[src/msie_pkg.sv]
// Shared types and constants for the MIPS subset instruction executor.
// No dependencies; imported by msie_exec and mips_subset_instruction_executor.
package msie_pkg;

   localparam int NUM_REGS = 32;
   localparam int REG_IDX_W = 5;
   localparam int WORD_W = 32;
   localparam logic [WORD_W-1:0] PC_STEP = 32'd4;

   typedef enum logic [3:0] {
      OP_ADD  = 4'd0,
      OP_SUB  = 4'd1,
      OP_AND  = 4'd2,
      OP_OR   = 4'd3,
      OP_LW   = 4'd4,
      OP_SW   = 4'd5,
      OP_ADDI = 4'd6,
      OP_BEQ  = 4'd7,
      OP_BNE  = 4'd8
   } op_type;

   typedef struct packed {
      logic [3:0]           operation;
      logic [REG_IDX_W-1:0] dest_reg;
      logic [REG_IDX_W-1:0] src_a;
      logic [REG_IDX_W-1:0] src_b;
      logic signed [15:0]   immediate;
   } req_type;

   typedef struct packed {
      logic [WORD_W-1:0]        pc_after;
      logic                     reg_write;
      logic [REG_IDX_W-1:0]     reg_index;
      logic signed [WORD_W-1:0] reg_value;
      logic                     mem_write;
      logic [REG_IDX_W-1:0]     mem_index;
      logic                     branch_taken;
   } rsp_type;

   typedef struct packed {
      logic is_load;
      logic is_store;
   } ctl_type;

endpackage

[src/msie_exec.sv]
// Execute logic: ALU, memory word index reduction, branch resolution and next PC.
// Purely combinational; depends on msie_pkg.
module msie_exec import msie_pkg::*; #(
   parameter int MEM_WORDS = 32,
   localparam int ADDR_W = $clog2(MEM_WORDS)
) (
   input  req_type           item,
   input  logic [WORD_W-1:0] pc,
   input  logic [WORD_W-1:0] opa,
   input  logic [WORD_W-1:0] opb,
   output logic [ADDR_W-1:0] mem_addr,
   output rsp_type           res,
   output ctl_type           ctl
);

   localparam int ACC_W = ADDR_W + 2;
   localparam logic [ACC_W-1:0] MOD_ONE = ACC_W'(MEM_WORDS);
   localparam logic [ACC_W-1:0] MOD_TWO = ACC_W'(2 * MEM_WORDS);

   typedef logic [3:0][255:0][ADDR_W-1:0] tab_type;

   // Residue of each byte lane at its weight: (j * 2^(8i)) mod MEM_WORDS.
   function automatic tab_type build_tab();
      tab_type     t;
      int unsigned weight;
      int unsigned i;
      int unsigned j;
      for (i = 0; i < 4; i++) begin
         weight = (32'd1 << (8 * i)) % MEM_WORDS;
         for (j = 0; j < 256; j++) begin
            t[i][j] = ADDR_W'((j * weight) % MEM_WORDS);
         end
      end
      return t;
   endfunction

   localparam tab_type MOD_TAB = build_tab();

   logic [WORD_W-1:0] imm32;
   logic [WORD_W-1:0] sum;
   logic [ACC_W-1:0]  acc;
   logic [ACC_W-1:0]  red1;
   logic [ACC_W-1:0]  red2;
   logic              taken;

   assign imm32 = {{16{item.immediate[15]}}, item.immediate};
   assign sum   = opa + imm32;

   // Word index: add the byte-lane residues, then at most two corrections.
   always_comb begin
      acc = ACC_W'(MOD_TAB[0][sum[7:0]]) + ACC_W'(MOD_TAB[1][sum[15:8]])
          + ACC_W'(MOD_TAB[2][sum[23:16]]) + ACC_W'(MOD_TAB[3][sum[31:24]]);
      red1 = (acc >= MOD_TWO) ? acc - MOD_TWO : acc;
      red2 = (red1 >= MOD_ONE) ? red1 - MOD_ONE : red1;
      mem_addr = red2[ADDR_W-1:0];
   end

   always_comb begin
      res = '0;
      ctl = '0;
      taken = 1'b0;
      res.pc_after = pc + PC_STEP;
      unique case (item.operation)
         OP_ADD: begin
            res.reg_write = 1'b1;
            res.reg_index = item.dest_reg;
            res.reg_value = opa + opb;
         end
         OP_SUB: begin
            res.reg_write = 1'b1;
            res.reg_index = item.dest_reg;
            res.reg_value = opa - opb;
         end
         OP_AND: begin
            res.reg_write = 1'b1;
            res.reg_index = item.dest_reg;
            res.reg_value = opa & opb;
         end
         OP_OR: begin
            res.reg_write = 1'b1;
            res.reg_index = item.dest_reg;
            res.reg_value = opa | opb;
         end
         OP_LW: begin
            // load data joins in the result stage
            res.reg_write = 1'b1;
            res.reg_index = item.src_b;
            res.mem_index = REG_IDX_W'(mem_addr);
            ctl.is_load = 1'b1;
         end
         OP_SW: begin
            res.mem_write = 1'b1;
            res.mem_index = REG_IDX_W'(mem_addr);
            ctl.is_store = 1'b1;
         end
         OP_ADDI: begin
            res.reg_write = 1'b1;
            res.reg_index = item.src_b;
            res.reg_value = sum;
         end
         OP_BEQ: taken = (opa == opb);
         OP_BNE: taken = (opa != opb);
         default: ;
      endcase
      if (taken) begin
         res.pc_after = pc + {imm32[WORD_W-3:0], 2'b00};
      end
      res.branch_taken = taken;
   end

endmodule

[src/mips_subset_instruction_executor.sv]
// Top level of the MIPS subset instruction executor: register file, data memory,
// PC and the two-stage transfer pipeline. Depends on msie_pkg and msie_exec.
//
// Executes one decoded instruction (add, sub, and, or, lw, sw, addi, beq, bne)
// per clock, sustained, unless rsp_stall or the clearing pass holds the flow. The
// transfer edge reads the 32-entry register file into the input stage, and the
// edge on which the input stage advances lands execution with the data memory
// read in the result register. Results of older instructions, loads included,
// are forwarded so dependent instructions still issue every cycle while nothing
// stalls. After reset the data memory is zeroed by a clearing pass over every
// word, during which req_stall is high. Word indices are reduced modulo
// MEM_WORDS (2 to 65536).
module mips_subset_instruction_executor import msie_pkg::*; #(
   parameter int MEM_WORDS = 32
) (
   input  logic    clock,
   input  logic    reset,
   input  logic    req_valid,
   output logic    req_stall,
   input  req_type req_data,
   output logic    rsp_valid,
   input  logic    rsp_stall,
   output rsp_type rsp_data
);

   localparam int ADDR_W = $clog2(MEM_WORDS);
   localparam logic [ADDR_W-1:0] LAST_WORD = ADDR_W'(MEM_WORDS - 1);

   // storage
   logic [WORD_W-1:0]   rf_mem [NUM_REGS];
   logic [NUM_REGS-1:0] rf_vld_ff;
   logic [WORD_W-1:0]   dm_mem [MEM_WORDS];

   // handshake
   logic req_accept;
   logic s2_take;
   logic s1_adv;

   // input stage
   logic              s1_valid_ff, s1_valid_in;
   req_type           s1_req_ff;
   logic [WORD_W-1:0] rda_ff, rdb_ff;
   logic              vlda_ff, vldb_ff;
   logic              bypa_ff, bypb_ff;
   logic [WORD_W-1:0] wdat_ff;

   // result stage
   logic              s2_valid_ff, s2_valid_in;
   logic              s2_fresh_ff;
   rsp_type           s2_res_ff;
   logic              s2_load_ff;
   logic [WORD_W-1:0] mem_rd_ff;
   logic [WORD_W-1:0] s2_value;

   logic [WORD_W-1:0] pc_ff, pc_in;

   // clearing pass
   logic              clr_busy_ff;
   logic [ADDR_W-1:0] clr_idx_ff;

   // write ports
   logic                 rf_we;
   logic [REG_IDX_W-1:0] rf_widx;
   logic [WORD_W-1:0]    rf_wdata;
   logic                 dm_we;
   logic [ADDR_W-1:0]    dm_waddr;
   logic [WORD_W-1:0]    dm_wdata;

   // execute
   logic [WORD_W-1:0] opa, opb;
   logic [ADDR_W-1:0] ex_addr;
   rsp_type           ex_res;
   ctl_type           ex_ctl;

   assign s2_take    = s2_valid_ff && !rsp_stall;
   assign s1_adv     = s1_valid_ff && (!s2_valid_ff || s2_take);
   assign req_stall  = clr_busy_ff || (s1_valid_ff && !s1_adv);
   assign req_accept = req_valid && !req_stall;

   assign s1_valid_in = req_accept || (s1_valid_ff && !s1_adv);
   assign s2_valid_in = s1_adv || (s2_valid_ff && !s2_take);
   assign pc_in       = s1_adv ? ex_res.pc_after : pc_ff;

   assign s2_value = s2_load_ff ? mem_rd_ff : WORD_W'(s2_res_ff.reg_value);

   // register file write happens in the first cycle an item sits in the result stage
   assign rf_we    = s2_valid_ff && s2_fresh_ff && s2_res_ff.reg_write;
   assign rf_widx  = s2_res_ff.reg_index;
   assign rf_wdata = s2_value;

   assign dm_we    = clr_busy_ff || (s1_adv && ex_ctl.is_store);
   assign dm_waddr = clr_busy_ff ? clr_idx_ff : ex_addr;
   assign dm_wdata = clr_busy_ff ? '0 : opb;

   // Operand select: newest older write first (result stage), then the write
   // that landed on the capture edge, then the stored value.
   always_comb begin
      opa = vlda_ff ? rda_ff : '0;
      if (bypa_ff) begin
         opa = wdat_ff;
      end
      if (s2_valid_ff && s2_res_ff.reg_write && s2_res_ff.reg_index == s1_req_ff.src_a) begin
         opa = s2_value;
      end
      opb = vldb_ff ? rdb_ff : '0;
      if (bypb_ff) begin
         opb = wdat_ff;
      end
      if (s2_valid_ff && s2_res_ff.reg_write && s2_res_ff.reg_index == s1_req_ff.src_b) begin
         opb = s2_value;
      end
   end

   msie_exec #(
      .MEM_WORDS(MEM_WORDS)
   ) u_exec (
      .item    (s1_req_ff),
      .pc      (pc_ff),
      .opa     (opa),
      .opb     (opb),
      .mem_addr(ex_addr),
      .res     (ex_res),
      .ctl     (ex_ctl)
   );

   always_ff @(posedge clock) begin
      if (rf_we) begin
         rf_mem[rf_widx] <= rf_wdata;
      end
      if (req_accept) begin
         rda_ff <= rf_mem[req_data.src_a];
         rdb_ff <= rf_mem[req_data.src_b];
      end
   end

   always_ff @(posedge clock) begin
      if (dm_we) begin
         dm_mem[dm_waddr] <= dm_wdata;
      end
      if (s1_adv) begin
         mem_rd_ff <= dm_mem[ex_addr];
      end
   end

   always_ff @(posedge clock) begin
      if (req_accept) begin
         s1_req_ff <= req_data;
         vlda_ff   <= rf_vld_ff[req_data.src_a];
         vldb_ff   <= rf_vld_ff[req_data.src_b];
         bypa_ff   <= rf_we && (rf_widx == req_data.src_a);
         bypb_ff   <= rf_we && (rf_widx == req_data.src_b);
         wdat_ff   <= rf_wdata;
      end
      if (s1_adv) begin
         s2_res_ff  <= ex_res;
         s2_load_ff <= ex_ctl.is_load;
      end
   end

   always_ff @(posedge clock) begin
      if (reset) begin
         s1_valid_ff <= 1'b0;
         s2_valid_ff <= 1'b0;
         s2_fresh_ff <= 1'b0;
         pc_ff       <= '0;
         rf_vld_ff   <= '0;
         clr_busy_ff <= 1'b1;
         clr_idx_ff  <= '0;
      end else begin
         s1_valid_ff <= s1_valid_in;
         s2_valid_ff <= s2_valid_in;
         s2_fresh_ff <= s1_adv;
         pc_ff       <= pc_in;
         if (rf_we) begin
            rf_vld_ff[rf_widx] <= 1'b1;
         end
         if (clr_busy_ff) begin
            clr_idx_ff <= clr_idx_ff + 1'b1;
            if (clr_idx_ff == LAST_WORD) begin
               clr_busy_ff <= 1'b0;
            end
         end
      end
   end

   always_comb begin
      rsp_data = s2_res_ff;
      rsp_data.reg_value = s2_value;
   end
   assign rsp_valid = s2_valid_ff;

   a_exec_lands: assert property (@(posedge clock) disable iff (reset)
      s1_adv |=> s2_valid_ff && s2_fresh_ff)
      else $error("executed item did not reach the result stage");

   a_clear_empty: assert property (@(posedge clock) disable iff (reset)
      clr_busy_ff |-> !s1_valid_ff && !s2_valid_ff)
      else $error("pipeline busy during memory clearing pass");

   a_pc_hold: assert property (@(posedge clock) disable iff (reset)
      (!s1_adv) |=> $stable(pc_ff))
      else $error("PC moved without an executed instruction");

   a_load_write: assert property (@(posedge clock) disable iff (reset)
      (s2_valid_ff && s2_fresh_ff && s2_load_ff) |-> (rf_we && rf_wdata == mem_rd_ff))
      else $error("load result not written to register file");

endmodule
[config.mk]
export PLATFORM = sky130hd
export DESIGN_NAME = mips_subset_instruction_executor
export DESIGN_NICKNAME = d
export VERILOG_FILES = /design/src/msie_pkg.sv /design/src/msie_exec.sv /design/src/mips_subset_instruction_executor.sv
export SDC_FILE = /design/constraint.sdc
export NUM_CORES = 2
export LEC_CHECK = 0
export CORE_MARGIN = 2
export CORE_UTILIZATION = 45
export DETAILED_ROUTE_END_ITERATION = 10
export DONT_BUFFER_PORTS = 1
export SYNTH_ARGS = -nofsm -noshare
export SYNTH_HDL_FRONTEND = slang
export SYNTH_HIERARCHICAL = 1
export SYNTH_SLANG_ARGS = --single-unit
[constraint.sdc]
create_clock -name clock -period 11.35 [get_ports clock]
set_input_delay 0.5675 -clock clock [delete_from_list [all_inputs] [get_ports clock]]
set_output_delay 0.5675 -clock clock [all_outputs]
set_load 0.01 [all_outputs]
==> impl_results.md <==
- Worst setup slack for register-to-register paths: 2.20 ns
- Number of cells produced by synthesis: 7795
- First-pass GRT wire length: 481800 um
- Pint: 14.01 mW
- Horiz. Die Dim: 496.2 um
- Leakage power total: 44.00 nW
- Max stage delay on crit path: 0.86 ns
- Largest net degree at the start of global routing: 531
- Worst Setup Slack, final: 2.200 ns
- Number of buffers inserted during clock tree synthesis: 240
- Number of design-rule violations left by the first detailed-router iteration: 8572
- Headroom to the max-slew limit: -70.08%
- H-tree depth: 4
- Logic gate share of total power: 3.8%
- Nature of the critical path startpoint: flop
- Mean number of vias per cell: 6.239
- Minimum period implied by the final worst setup slack: 9.150 ns
- Average wire per standard cell: 30.63 um
- Period utilization: 80.62%
- Number of nets in the finished design: 7891
- HP Start: reset
- Category of the most critical setup path: flop to flop
- Number of antenna violations at the first check in global routing: 25
- Min-Delay Endpoint: s1_valid_ff
- Placer congestion estimate: 0.8958
- Net Switching: 3.904 mW
- Cell area after layout: 121000 um^2
- Post-synthesis cell area: 109000 um^2
- Count of pins on the block boundary: 118
- Setup slack at placement: 2.307 ns
- Net count of the mapped netlist: 7981
- Initial Util: 45.29%
- Maximum vdd drop: 0.1498 mV
- Final number of max-transition violations: 289
- Max Cap Violations: 0
- Reg-to-Reg End: pc_ff[26]
- Clock group share of total power: 43.2%
- Total power of the final layout: 17.92 mW
- # clock sinks: 2366
- Biggest area consumer among synthesized cells: sky130_fd_sc_hd__edfxtp_1
- Setup clock skew after layout: 0.1203 ns
- Violated checks: slew limit
- Number of warnings reported in the yosys synthesis log: 6
- Fraction of the yosys area taken by sequential cells: 64.49%
- Placement-stage cell area: 112800 um^2
- Worst Reg2Reg Path Length in Cells: 25
- CTS tree: yes
- Number of filler instances in the final layout: 20170
- CTS max path bufs: 3
- Sequential power share: 53.0%
- Area share of the leading cell type in the synthesized netlist: 63.15%
- Average footprint of a synthesized cell: 13.99 um^2
- Number of instances resized during post-cts repair: 0
- Fraction of final layout cells sized beyond drive strength 1: 9.247%
- Vias: 69230
- Peak clock frequency supported by timing: 109.3 MHz
- # setup viols final: 0
- Class of the tightest hold or removal check: input pin to flop
- Required time of the critical path: 12.17 ns
- Number of global-route vias before repair: 67198
- Tightest Pin Transition: 2.551 ns
- Switching share of total power: 21.79%
- Async S/R FF share, synth: 0%
- Final HPWL from detailed placement: 196200 um
- Full die area: 246300 um^2
- GRT Resource Usage Total: 26.98%
- Final core utilization: 50.24%
- Crit-path max FO: 24
- Result of the run: finished, violations left
- Clk pin slew, worst setup/hold paths: 0.08 ns
- Final hold viol count: 0
- Kind of capture point of the worst setup path: flop
- Total length of routed wires: 339900 um
- Global-route congestion overflow total: 0
- Number of nets still failing antenna checks after routing: 0
- Buffer type at the clock tree root: sky130_fd_sc_hd__clkbuf_16
- Area growth from synthesis to layout: 10.93%
- Slowest cell on the critical path: sky130_fd_sc_hd__nand4_1
- Clk_lat worst skew: 0.92 ns
- Count of flip-flops with a built-in enable after synthesis: 2293
- Number of I/O port buffers: 0
- Die height: 496.2 um
- Largest cells by area after synthesis: sky130_fd_sc_hd__edfxtp_1, sky130_fd_sc_hd__mux2i_1, sky130_fd_sc_hd__a22oi_1
- Length of the first detailed-routing pass in iterations: 8
- Primary flip-flop cell chosen by synthesis mapping: sky130_fd_sc_hd__edfxtp_1
- Setup_tns: 0 ns
- Setup repair after global routing missed its margin: false
- Worst endpoint data arrival time: 9.97 ns
- Number of different library cells in the post-synthesis netlist: 84
- FF+latch count, synth: 2366
- Cell row count: 180
- Reg2Reg Launch Point: rf_widx[4]
- Cells on Worst Hold Path: 2
- Power per cell area: 148.1 nW/um^2
- Total DRC errors in the routed layout: 0
- Placeable core area: 240800 um^2
-- placed cells by master (no fill, tap or decap), types with 21 or more instances in the layout --
| cell type | count |
|---|---|
| sky130_fd_sc_hd__a21oi_1 | 493 |
| sky130_fd_sc_hd__clkinv_1 | 54 |
| sky130_fd_sc_hd__nand3_1 | 325 |
| sky130_fd_sc_hd__a22oi_1 | 363 |
| sky130_fd_sc_hd__o221ai_1 | 21 |
| sky130_fd_sc_hd__a31oi_1 | 112 |
| sky130_fd_sc_hd__inv_1 | 131 |
| sky130_fd_sc_hd__xor2_1 | 45 |
| sky130_fd_sc_hd__clkinv_2 | 43 |
| sky130_fd_sc_hd__dlygate4sd3_1 | 35 |
| sky130_fd_sc_hd__dfxtp_1 | 72 |
| sky130_fd_sc_hd__mux2_2 | 35 |
| sky130_fd_sc_hd__edfxtp_1 | 2293 |
| sky130_fd_sc_hd__a211oi_4 | 31 |
| sky130_fd_sc_hd__nor2_4 | 67 |
| sky130_fd_sc_hd__a211oi_1 | 25 |
| sky130_fd_sc_hd__nor2_1 | 224 |
| sky130_fd_sc_hd__nor3_1 | 124 |
| sky130_fd_sc_hd__ha_1 | 143 |
| sky130_fd_sc_hd__mux2i_1 | 1602 |
| sky130_fd_sc_hd__buf_4 | 177 |
| sky130_fd_sc_hd__xnor2_1 | 53 |
| sky130_fd_sc_hd__nand2_1 | 454 |
| sky130_fd_sc_hd__clkbuf_16 | 242 |
| sky130_fd_sc_hd__o21ai_0 | 68 |
| sky130_fd_sc_hd__a21o_1 | 36 |
| sky130_fd_sc_hd__nor2b_1 | 31 |
| sky130_fd_sc_hd__clkbuf_1 | 54 |
| sky130_fd_sc_hd__a22o_1 | 197 |
-- power groups by stage --
stage                     logic (mW)  clock network, mW  registers [mW]
final                          0.682               7.74            9.50
after global placement         0.584                  0            9.68
after global routing           0.692               8.18            9.50
after detailed placement       0.589                  0            9.68
after floorplan                0.434                  0            9.68
after CTS                      0.607               7.82            9.50
-- layer usage --
metal	GRT usage (%)	up-vias	routed length (um)
li1	-	29963	-
met4	8.550	6	10900
met5	0	-	47
met3	4.751	548	28150
met1	37.62	35624	142900
met2	42.99	3089	158000
-- final cells by class --
class | instances | area (um^2) | area share (%)
clock inverter | 141 | 1374 | 1.136
inverter | 132 | 500.5 | 0.4138
sequential | 2366 | 70320 | 58.14
timing repair buffer | 228 | 2029 | 1.678
antenna | 6 | 15.01 | 0.01241
clock buffer | 301 | 6327 | 5.231
tap | 3185 | 3985 | 3.295
multi-input combinational | 4737 | 36400 | 30.09
-- Yosys cell counts (16+ instances only) --
cell                       number
sky130_fd_sc_hd__edfxtp_1    2293
sky130_fd_sc_hd__mux2i_1     1602
sky130_fd_sc_hd__a21oi_1      494
sky130_fd_sc_hd__nand2_1      457
sky130_fd_sc_hd__a22oi_1      363
sky130_fd_sc_hd__nand3_1      325
sky130_fd_sc_hd__nor2_1       292
sky130_fd_sc_hd__clkbuf_1     249
sky130_fd_sc_hd__a22o_1       197
sky130_fd_sc_hd__buf_2        190
sky130_fd_sc_hd__ha_1         143
sky130_fd_sc_hd__inv_1        131
sky130_fd_sc_hd__nor3_1       124
sky130_fd_sc_hd__a31oi_1      112
sky130_fd_sc_hd__buf_4         81
sky130_fd_sc_hd__dfxtp_1       73
sky130_fd_sc_hd__o21ai_0       68
sky130_fd_sc_hd__xnor2_1       53
sky130_fd_sc_hd__xor2_1        45
sky130_fd_sc_hd__nor2b_1       39
sky130_fd_sc_hd__a21o_1        36
sky130_fd_sc_hd__buf_1         35
sky130_fd_sc_hd__mux2_2        35
sky130_fd_sc_hd__a211oi_2      30
sky130_fd_sc_hd__a211oi_1      27
sky130_fd_sc_hd__nand2b_1      22
sky130_fd_sc_hd__o221ai_1      21
sky130_fd_sc_hd__nand4_1       16
-- how the worst max path moves through the flow --
stage               start   endpoint  slack (ns)
2_1_floorplan  rf_widx[4]  pc_ff[26]        4.26
3_3_place_gp   rf_widx[4]  pc_ff[26]        2.38
3_5_place_dp   rf_widx[4]  pc_ff[26]        2.31
4_1_cts        rf_widx[4]  pc_ff[26]        2.25
5_1_grt        rf_widx[4]  pc_ff[24]        1.69
6_report       rf_widx[4]  pc_ff[26]        2.20
-- critical path: cells and delay by family, from the launching register on --
kind / cells / cell delay (ns)
AO/OA/AOI/OAI: 10 / 2.85
XOR/XNOR: 2 / 0.45
adder cells (fa/ha/maj): 2 / 0.78
buffers and inverters: 2 / 0.63
flip-flops: 1 / 0.65
multiplexers: 1 / 0.25
AND/OR/NAND/NOR: 8 / 3.43
-- cells by family after synthesis --
family | Yosys count | synth area share, %
flops | 2366 | 64.49
xor+xnor | 98 | 0.7872
buf+inv | 692 | 2.914
fa+ha+maj | 147 | 1.714
mux | 1637 | 15.07
simple gates | 1371 | 5.706
compound gates | 1484 | 9.320
-- registers in the layout (all words and copies together) (netlist names), 32 cells and up --
name,flops
rda_ff,32
rf_vld_ff,32
s2_res_ff,32
s1_req_ff,35
mem_rd_ff,32
rsp_data,40
wdat_ff,32
dm_mem,1024
rf_mem,1024
rdb_ff,32
pc_ff,32
-- repair_timing --
item                      in CTS  in global routing
hold buffers                  36                  0
hold endpoints to repair     107                  0
buffers inserted               0                  0
-- per-stage QoR --
step	std cells	hold WS, ns
after floorplan	7795	0.4351
after global placement	10609	0.4375
after detailed placement	10609	0.4417
after CTS	11087	0.02088
after global routing	11091	0.04713
final	11096	0.07599
Power figures use the tool's default switching activity.
